==> config.mk <==
export PLATFORM = sky130hd
export DESIGN_NAME = sdtq_cell
export DESIGN_NICKNAME = d
export VERILOG_FILES = /design/src/sdtq_pkg.sv /design/src/sdtq_cell.sv
export SDC_FILE = /design/constraint.sdc
export NUM_CORES = 1
export LEC_CHECK = 0
export BUFFER_PORTS_ARGS = -buffer_cell sky130_fd_sc_hd__clkbuf_2
export CELL_PAD_IN_SITES_DETAIL_PLACEMENT = 2
export CELL_PAD_IN_SITES_GLOBAL_PLACEMENT = 2
export CORE_MARGIN = 5
export CORE_UTILIZATION = 27
export DETAILED_ROUTE_END_ITERATION = 12
export HOLD_SLACK_MARGIN = 0.03
export PLACE_DENSITY_LB_ADDON = 0.1
export SKIP_CTS_REPAIR_TIMING = 1
export SYNTH_ARGS = -nofsm -noshare
export SYNTH_HDL_FRONTEND = slang
export SYNTH_SLANG_ARGS = --single-unit
==> constraint.sdc <==
create_clock -name i_clk -period 14.8 [get_ports i_clk]
set_clock_uncertainty 0.05 [all_clocks]
set_input_delay 1.48 -clock i_clk [delete_from_list [all_inputs] [get_ports i_clk]]
set_output_delay 1.48 -clock i_clk [all_outputs]
set_load 0.01 [all_outputs]
==> src/sdtq_pkg.sv <==
// Shared types and constants for the sorted deadline timer queue.
// Used by sdtq_cell and sorted_deadline_timer_queue_unit; depends on nothing.
`default_nettype none

package sdtq_pkg;

    localparam int TIME_BITS = 48;
    localparam int ID_BITS   = 8;

    // Opcodes of an input item.
    localparam logic OP_ADD    = 1'b0;
    localparam logic OP_EXPIRE = 1'b1;

    // Result kinds.
    localparam logic [1:0] KIND_ADDED    = 2'd0;
    localparam logic [1:0] KIND_REJECTED = 2'd1;
    localparam logic [1:0] KIND_EXPIRED  = 2'd2;
    localparam logic [1:0] KIND_NONE     = 2'd3;

    typedef struct packed {
        logic                 opcode;
        logic [TIME_BITS-1:0] time_us;
        logic [ID_BITS-1:0]   timer_id;
    } t_in_item;

    typedef struct packed {
        logic [1:0]           kind;
        logic [ID_BITS-1:0]   expired_id;
        logic [TIME_BITS-1:0] expired_deadline;
        logic                 rearm;
        logic [TIME_BITS-1:0] next_deadline;
        logic                 queue_empty;
        logic                 last;
    } t_out_item;

    // One queued timer.
    typedef struct packed {
        logic [TIME_BITS-1:0] deadline;
        logic [ID_BITS-1:0]   id;
    } t_entry;

    // Command broadcast to every cell of the chain.
    typedef struct packed {
        logic insert;
        logic pop;
    } t_cell_ctrl;

    typedef enum logic {
        S_IDLE,
        S_EXPIRE
    } t_state;

endpackage

`default_nettype wire

==> src/sdtq_cell.sv <==
// One slot of the sorted timer chain: holds a deadline and id and trades
// them with its neighbors on insert and pop. Depends on sdtq_pkg.
`default_nettype none

module sdtq_cell (
    input  wire logic               i_clk,
    input  wire sdtq_pkg::t_cell_ctrl i_ctrl,
    input  wire sdtq_pkg::t_entry   i_new,
    input  wire logic               i_occupied,
    input  wire sdtq_pkg::t_entry   i_prev,
    input  wire logic               i_prev_after,
    input  wire sdtq_pkg::t_entry   i_next,
    output sdtq_pkg::t_entry        o_entry,
    output logic                    o_after
);

    sdtq_pkg::t_entry r_entry;
    sdtq_pkg::t_entry n_entry;

    // An empty slot counts as sorting after any new timer; equal deadlines
    // keep the older entry first when ids are equal too.
    assign o_after = !i_occupied
                     || (r_entry.deadline > i_new.deadline)
                     || ((r_entry.deadline == i_new.deadline) && (r_entry.id > i_new.id));

    always_comb begin
        n_entry = r_entry;
        if (i_ctrl.pop) begin
            n_entry = i_next;
        end else if (i_ctrl.insert && o_after) begin
            n_entry = i_prev_after ? i_prev : i_new;
        end
    end

    always_ff @(posedge i_clk) begin
        r_entry <= n_entry;
    end

    assign o_entry = r_entry;

endmodule

`default_nettype wire

==> Yosys cells after proc, flatten, opt, wreduce, memory -nomap -nowiden <==
Index checks and enable logic that the tools add are counted.
{ "totals": {"regBits": 56, "input_bits": 173} }
{ "op_classes": {"eq_ne": 1, "magnitude_cmp": 2, "muxes": 3, "reduce_logical": 6} }
{ "op_table": {"columns": ["op", "n"], "rows": [
  ["56-bit 2-to-1 mux", 3],
  ["48-bit equality test", 1],
  ["48-bit greater-than comparator", 1],
  ["8-bit greater-than comparator", 1],
  ["1-bit logical AND", 2],
  ["1-bit logical OR", 2],
  ["2-bit nonzero test", 1],
  ["1-bit logical NOT", 1]
]} }

==> Depth between registers and ports, before layout <==
Gate-level depths: netlist of run 1.
{ "logic_depth": {"depth_word": 6, "ltp_mapped": 8} }

==> Least setup slack after synthesis of run 1 <==
OpenSTA, ideal clock, no wires.
{ "synth_path": {"path_kind": "input port to flip-flop", "from": "input port i_new[51] in the netlist's numbering", "to": "register r_entry, in the netlist o_entry[0] (enable)", "setup_time_ns": 0.502, "n_path_buf": 0, "setup_slack_ns": 8.520, "stages": 8, "t_arrival_ns": 5.729, "path_cell_list": "inv_1 ha_1 nand4_1 nor4_4 nand4_1 a31oi_1 nor3_1 a41oi_1"} }
{ "synth_between": {"elab_chain_cells": 5} }
{ "synth_lines": {"columns": ["item", "line", "source"], "rows": [
  ["from (decl)", "sdtq_cell.sv:8", "input wire sdtq_pkg::t_entry i_new,"],
  ["48-bit greater-than comparator / 48-bit equality test (equally long branches)", "sdtq_cell.sv:23, sdtq_cell.sv:24", null],
  ["1-bit logical OR / 1-bit logical AND (equally long branches)", "sdtq_cell.sv:23, sdtq_cell.sv:24", null],
  ["1-bit logical OR (*)", "sdtq_cell.sv:24", "|| ((r_entry.deadline == i_new.deadline) && (r_entry.id > i_new.id));"],
  ["1-bit logical AND (*)", "sdtq_cell.sv:30", "end else if (i_ctrl.insert && o_after) begin"],
  ["2-bit nonzero test (no line) (*)", null, null],
  ["to (signal assigned)", "sdtq_cell.sv:36", "r_entry <= n_entry;"],
  ["to (decl)", "sdtq_cell.sv:17", "sdtq_pkg::t_entry r_entry;"]
]} }
Every way passes the cells marked *; elsewhere a longest branch is shown, timed or not.
A chain may end at the register's enable or synchronous reset.

==> Worst setup path after layout of run 1 <==
{ "layout_path": {"from": "input port i_new[51] in the netlist's numbering", "to": "output port o_after"} }
{ "layout_between": {"elab_chain_cells": 3} }
{ "layout_lines": {"columns": ["item", "line", "source"], "rows": [
  ["48-bit greater-than comparator / 48-bit equality test (equally long branches)", "sdtq_cell.sv:23, sdtq_cell.sv:24", null],
  ["1-bit logical OR / 1-bit logical AND (equally long branches)", "sdtq_cell.sv:23, sdtq_cell.sv:24", null],
  ["1-bit logical OR (*)", "sdtq_cell.sv:24", null],
  ["to (decl)", "sdtq_cell.sv:14", "output logic o_after"]
]} }
Marks and branches as above.

==> results of run 1 <==
final timing paths:
check	endpoint	start	slack (ps)	depth (start not counted)
hold / removal	o_entry[10]	i_next[10]	1410	3
setup / recovery	o_after	i_new[51]	9620	10
setup reg to reg	o_entry[13]	o_entry[51]	11030	8
hold reg to reg	o_entry[24]	o_entry[15]	1800	5
tightest hold or removal path, stage by stage:
cell and delay (ps):
clkbuf_2 70, nand2_1 40, o21ai_0 60
logic make-up (layout without fill, tap and decap cells):
kind of cell | count (synthesis) | after routing | synth area share
adder cells (fa/ha/maj) | 56 | 56 | 0.163
multiplexers | 56 | 56 | 0.130
buffers and inverters | 76 | 296 | 0.0674
AND/OR/NAND/NOR | 110 | 110 | 0.125
AO/OA/AOI/OAI | 99 | 99 | 0.125
flip-flops | 56 | 56 | 0.390
stage by stage:
step / power (uW) / instance area (um2) / hold WS (ps) / utilization
after detailed placement: 365 / 5680 / 1720 / 0.360
after global placement: 357 / 5680 / 1710 / 0.360
after floorplan: 292 / 4310 / 1620 / -
after CTS: 489 / 5820 / 1400 / 0.369
after global routing: 512 / 5820 / 1410 / 0.369
final: 477 / 5820 / 1410 / 0.369
layer usage:
layer | wire, um | global-route usage | vias to the layer above
met5 | 0 | 0 | -
met3 | 1220 | 0.0511 | 9
met2 | 7760 | 0.295 | 127
met4 | 148 | 0.0319 | 0
met1 | 6030 | 0.182 | 1925
li1 | - | - | 2053
power groups by stage:
stage                     logic (uW)  clock network, uW  registers (uW)
after global routing             168                131             212
after CTS                        152                127             210
final                            147                120             209
after floorplan                 70.8                  0             221
after detailed placement         151                  0             213
after global placement           145                  0             212
cell type report:
type,count,area [um2]
fill,1823,9950
timing repair buffer,230,1160
inverter,58,218
clock buffer,7,133
multi-input combinational,321,2360
sequential,56,1680
clock inverter,1,3.75
tap,216,270
layout by cell type (no fill, tap or decap), types with 3 or more instances in the layout:
cell type and instances:
nand4_1 11, nand2_1 71, o21ai_1 27, nor3_1 3, nor2_1 9, a221oi_1 3, mux2i_1 56, clkbuf_16 5
clkbuf_2 227, edfxtp_1 56, nand3_1 4, buf_4 3, nor2b_1 5, o21ai_0 38, o211ai_1 3, a21oi_1 20
a211oi_1 3, inv_1 58, ha_1 56
==> impl_metrics.env, run 1 <==
export IMPL_synth_top_area_frac=0.390
export IMPL_leakagePower_uw=0.00303
export IMPL_dpl_worst_slack_ps=9600
export IMPL_syn_num_nets=682
export IMPL_worst_ep_required_time_ps=13270
export IMPL_insertion_delay_ps=300
export IMPL_path_class="input port to primary output"
export IMPL_clkPwrFrac=0.253
export IMPL_dpl_hpwl_mm=12.6
export IMPL_end_kind="primary output"
export IMPL_vias=4114
export IMPL_ys_top_cells_by_area="edfxtp_1, ha_1, mux2i_1"
export IMPL_crit_fanout=4
export IMPL_grt_usage=0.160
export IMPL_hold_class="input port to flip-flop"
export IMPL_root_buffer="clkbuf_16"
export IMPL_syn_to_final_growth_pct=35.1
export IMPL_slowest_stage="or4b_4"
export IMPL_yosys_area_top_type="edfxtp_1"
export IMPL_die_area_um2=18600
export IMPL_dp_cells=881
export IMPL_diodes=0
export IMPL_synth_edff_count=56
export IMPL_wl_mm=15.2
export IMPL_ys_top_cells_by_count="nand2_1, inv_1, edfxtp_1, ha_1, mux2i_1"
export IMPL_path_cells="clkbuf_2, inv_1, ha_1, nand4_1, nor4_4, nand3_2, or4b_4, nor2_1, a31oi_1, clkbuf_2"
export IMPL_cts_htree_levels=2
export IMPL_first_global_vias=4617
export IMPL_p_int_uw=325
export IMPL_fmax_mhz=193
export IMPL_ir_worst_vdd_uv=42.5
export IMPL_yosys_cell_types_count=29
export IMPL_cts_sinks=56
export IMPL_drtAntennaViolNets=0
export IMPL_grt_max_degree=115
export IMPL_io_buffers=229
export IMPL_max_slew_margin=0.296
export IMPL_maxSlewViolCount=0
export IMPL_cpPeakStageDelay_ps=570
export IMPL_power_switching_share=0.317
export IMPL_setup_ws_ps=9620
export IMPL_cts_tree="yes"
export IMPL_cts_buffers=5
export IMPL_routedWlPerCell_um=17.0
export IMPL_powerDensity_nw_per_um2=81.9
export IMPL_coreArea_um2=15800
export IMPL_yosys_cell_count_top_type="nand2_1"
export IMPL_cts_buffer_depth=2
export IMPL_synthCells=453
export IMPL_pwr_share_comb=0.308
export IMPL_synth_warning_count=0
export IMPL_cpMostUsedCell="clkbuf_2"
export IMPL_io_pins=230
export IMPL_dr_first_iter_drc_count=81
export IMPL_arrival_ps=3650
export IMPL_initial_utilization=0.273
export IMPL_route_detailed_drc=0
export IMPL_drv_cap=0
export IMPL_vias_per_cell=4.63
export IMPL_globalplace_congestion=0.749
export IMPL_period_needed_ps=5180
export IMPL_pwr_share_seq=0.439
export IMPL_synthArstFlopShare=0
export IMPL_rsz0062_at_grt="no"
export IMPL_synth_area_um2=4310
export IMPL_clkTransAtPathRegs_ps=70
export IMPL_die_h_um=136
export IMPL_cp_top_family="simple AND/OR/NAND/NOR gates"
export IMPL_ys_seq_elements=56
export IMPL_antenna_found_initial=0
export IMPL_finalHoldViolations=0
export IMPL_crit_buf_inv=3
export IMPL_nets=901
export IMPL_worst_pin_slew_ps=1060
export IMPL_p_sw_uw=151
export IMPL_drive_gt1_frac=0.360
export IMPL_rows=46
export IMPL_largest_register_ffs=56
export IMPL_gr_total_overflow=0
export IMPL_syn_area_per_cell_um2=9.51
export IMPL_fp_dieW_um=136
export IMPL_ys_flop_type="edfxtp_1"
export IMPL_finalCritPeriodShare=0.350
export IMPL_outcome="finished, final reports clean"
export IMPL_setup_worst_path_start_class="input port"
export IMPL_dr_pass1_iters=4
export IMPL_ys_seq_area_frac=0.390
export IMPL_setup_viol=0
export IMPL_final_cells=889
export IMPL_fin_tns_setup_ps=0
export IMPL_grt_pass1_wl_mm=23.5
Power figures use the tool's default switching activity.
==> run 2: changes to the inputs <==
--- a/config.mk
+++ b/config.mk
@@ -9,7 +9,7 @@
 export CELL_PAD_IN_SITES_DETAIL_PLACEMENT = 2
 export CELL_PAD_IN_SITES_GLOBAL_PLACEMENT = 2
 export CORE_MARGIN = 5
-export CORE_UTILIZATION = 27
+export CORE_UTILIZATION = 25
 export DETAILED_ROUTE_END_ITERATION = 12
 export HOLD_SLACK_MARGIN = 0.03
 export PLACE_DENSITY_LB_ADDON = 0.1
==> constraint.sdc (replaced) <==
create_clock -name i_clk -period 5.4 [get_ports i_clk]
set_clock_uncertainty 0.05 [all_clocks]
set_input_delay 0.54 -clock i_clk [delete_from_list [all_inputs] [get_ports i_clk]]
set_output_delay 0.54 -clock i_clk [all_outputs]
set_load 0.01 [all_outputs]
==> impl_metrics.env, run 2 (same netlist as run 1, synthesis figures left out) <==
export IMPL_placed_area_um2=5700
export IMPL_grt_pass1_wl_mm=23.6
export IMPL_leakagePower_uw=0.00306
export IMPL_fin_tns_setup_ps=0
export IMPL_r2r_setup_slack_ps=1730
export IMPL_io_buffers=229
export IMPL_routedWlPerCell_um=16.8
export IMPL_gr_total_overflow=0
export IMPL_fmax_mhz=273
export IMPL_syn_to_final_growth_pct=36.4
export IMPL_setup_viol=0
export IMPL_fill_cells=1971
export IMPL_dr_first_iter_drc_count=63
export IMPL_globalplace_congestion=0.786
export IMPL_vias=4115
export IMPL_maxSlewViolCount=0
export IMPL_cts_htree_levels=2
export IMPL_p_total_uw=1370
export IMPL_layout_common_cells="clkbuf_2, nand2_1, inv_1"
export IMPL_powerDensity_nw_per_um2=233
export IMPL_pwr_share_seq=0.419
export IMPL_io_pins=230
export IMPL_design_area_um2=5880
export IMPL_p_int_uw=941
export IMPL_dr_pass1_iters=4
export IMPL_initial_utilization=0.252
export IMPL_nets=902
export IMPL_ir_worst_vdd_uv=122
export IMPL_wl_mm=15.1
export IMPL_clkTransAtPathRegs_ps=80
export IMPL_finalCritPeriodShare=0.679
export IMPL_fin_hold_ws_ps=458
export IMPL_grt_max_degree=113
export IMPL_path_class="flip-flop to flip-flop"
export IMPL_worst_ep_required_time_ps=5300
export IMPL_insertion_delay_ps=310
export IMPL_fin_util=0.343
export IMPL_end_kind="flip-flop"
export IMPL_p_sw_uw=425
export IMPL_cts_tree="yes"
export IMPL_route_detailed_drc=0
export IMPL_grt_usage=0.149
export IMPL_cts_buffers=5
export IMPL_drtAntennaViolNets=0
export IMPL_rows=48
export IMPL_pwr_share_comb=0.295
export IMPL_arrival_ps=3560
export IMPL_hold_class="input port to flip-flop"
export IMPL_cts_sinks=56
export IMPL_dpl_hpwl_mm=12.5
export IMPL_coreArea_um2=17100
export IMPL_diodes=0
export IMPL_antenna_found_initial=2
export IMPL_max_slew_margin=0.279
export IMPL_die_h_um=141
export IMPL_period_needed_ps=3670
export IMPL_worst_pin_slew_ps=1080
export IMPL_first_global_vias=4629
export IMPL_cts_buffer_depth=2
export IMPL_die_area_um2=20000
export IMPL_crit_fanout=36
export IMPL_final_common_cell="clkbuf_2"
export IMPL_clkPwrFrac=0.286
export IMPL_vias_per_cell=4.58
export IMPL_finalHoldViolations=0
export IMPL_drv_cap=0
export IMPL_outcome="finished, final reports clean"
export IMPL_root_buffer="clkbuf_16"
export IMPL_power_switching_share=0.311
export IMPL_drive_gt1_frac=0.365
export IMPL_fp_dieW_um=141
export IMPL_setup_worst_path_start_class="flip-flop"
export IMPL_rsz0062_at_grt="no"
export IMPL_largest_register_ffs=56
[run 2: worst paths after layout]
check | start | to | depth (start not counted)
max | o_entry[50] | o_entry[18] | 8
max reg2reg | o_entry[50] | o_entry[18] | 8
min | i_next[46] | o_entry[46] | 3
min reg2reg | o_entry[39] | o_entry[24] | 5
[run 2: metrics by stage]
step                std cells  setup WS, ps
floorplan                 453          59.6
global placement          891          1590
detailed placement        891          1430
CTS                       899          1660
global route              899          1500
finish                    899          1730
[run 2: worst max-delay path, stage by stage (launching register included)]
cell and delay (ps):
edfxtp_1 420, ha_1 330, nand4_1 210, nor4_4 430, nand4_1 160, a31oi_1 230
nor3_1 120, a41oi_4 720, buf_4 590
[run 2: cell type report]
type | count | area (um2) | share of cell area
Clock buffer | 5 | 125 | 0.0213
Clock inverter | 3 | 47.5 | 0.00809
Inverter | 58 | 218 | 0.0371
Multi-Input combinational cell | 321 | 2360 | 0.401
Sequential cell | 56 | 1680 | 0.286
Tap cell | 225 | 282 | 0.0479
Timing Repair Buffer | 231 | 1170 | 0.198
[run 2: layer usage]
layer,routed length [um],global-route usage,part of all wire
met5,28,0,0.0018
met4,218,0.0403,0.014
met3,1190,0.0438,0.078
met2,7500,0.266,0.50
met1,6210,0.173,0.41
[run 2: power by group through the flow]
stage | combinational [uW] | clock, uW | sequential, uW
4_1_cts | 419 | 411 | 574
5_1_grt | 458 | 425 | 580
3_5_place_dp | 415 | 0 | 584
2_1_floorplan | 194 | 0 | 606
6_report | 403 | 391 | 573
3_3_place_gp | 404 | 0 | 581
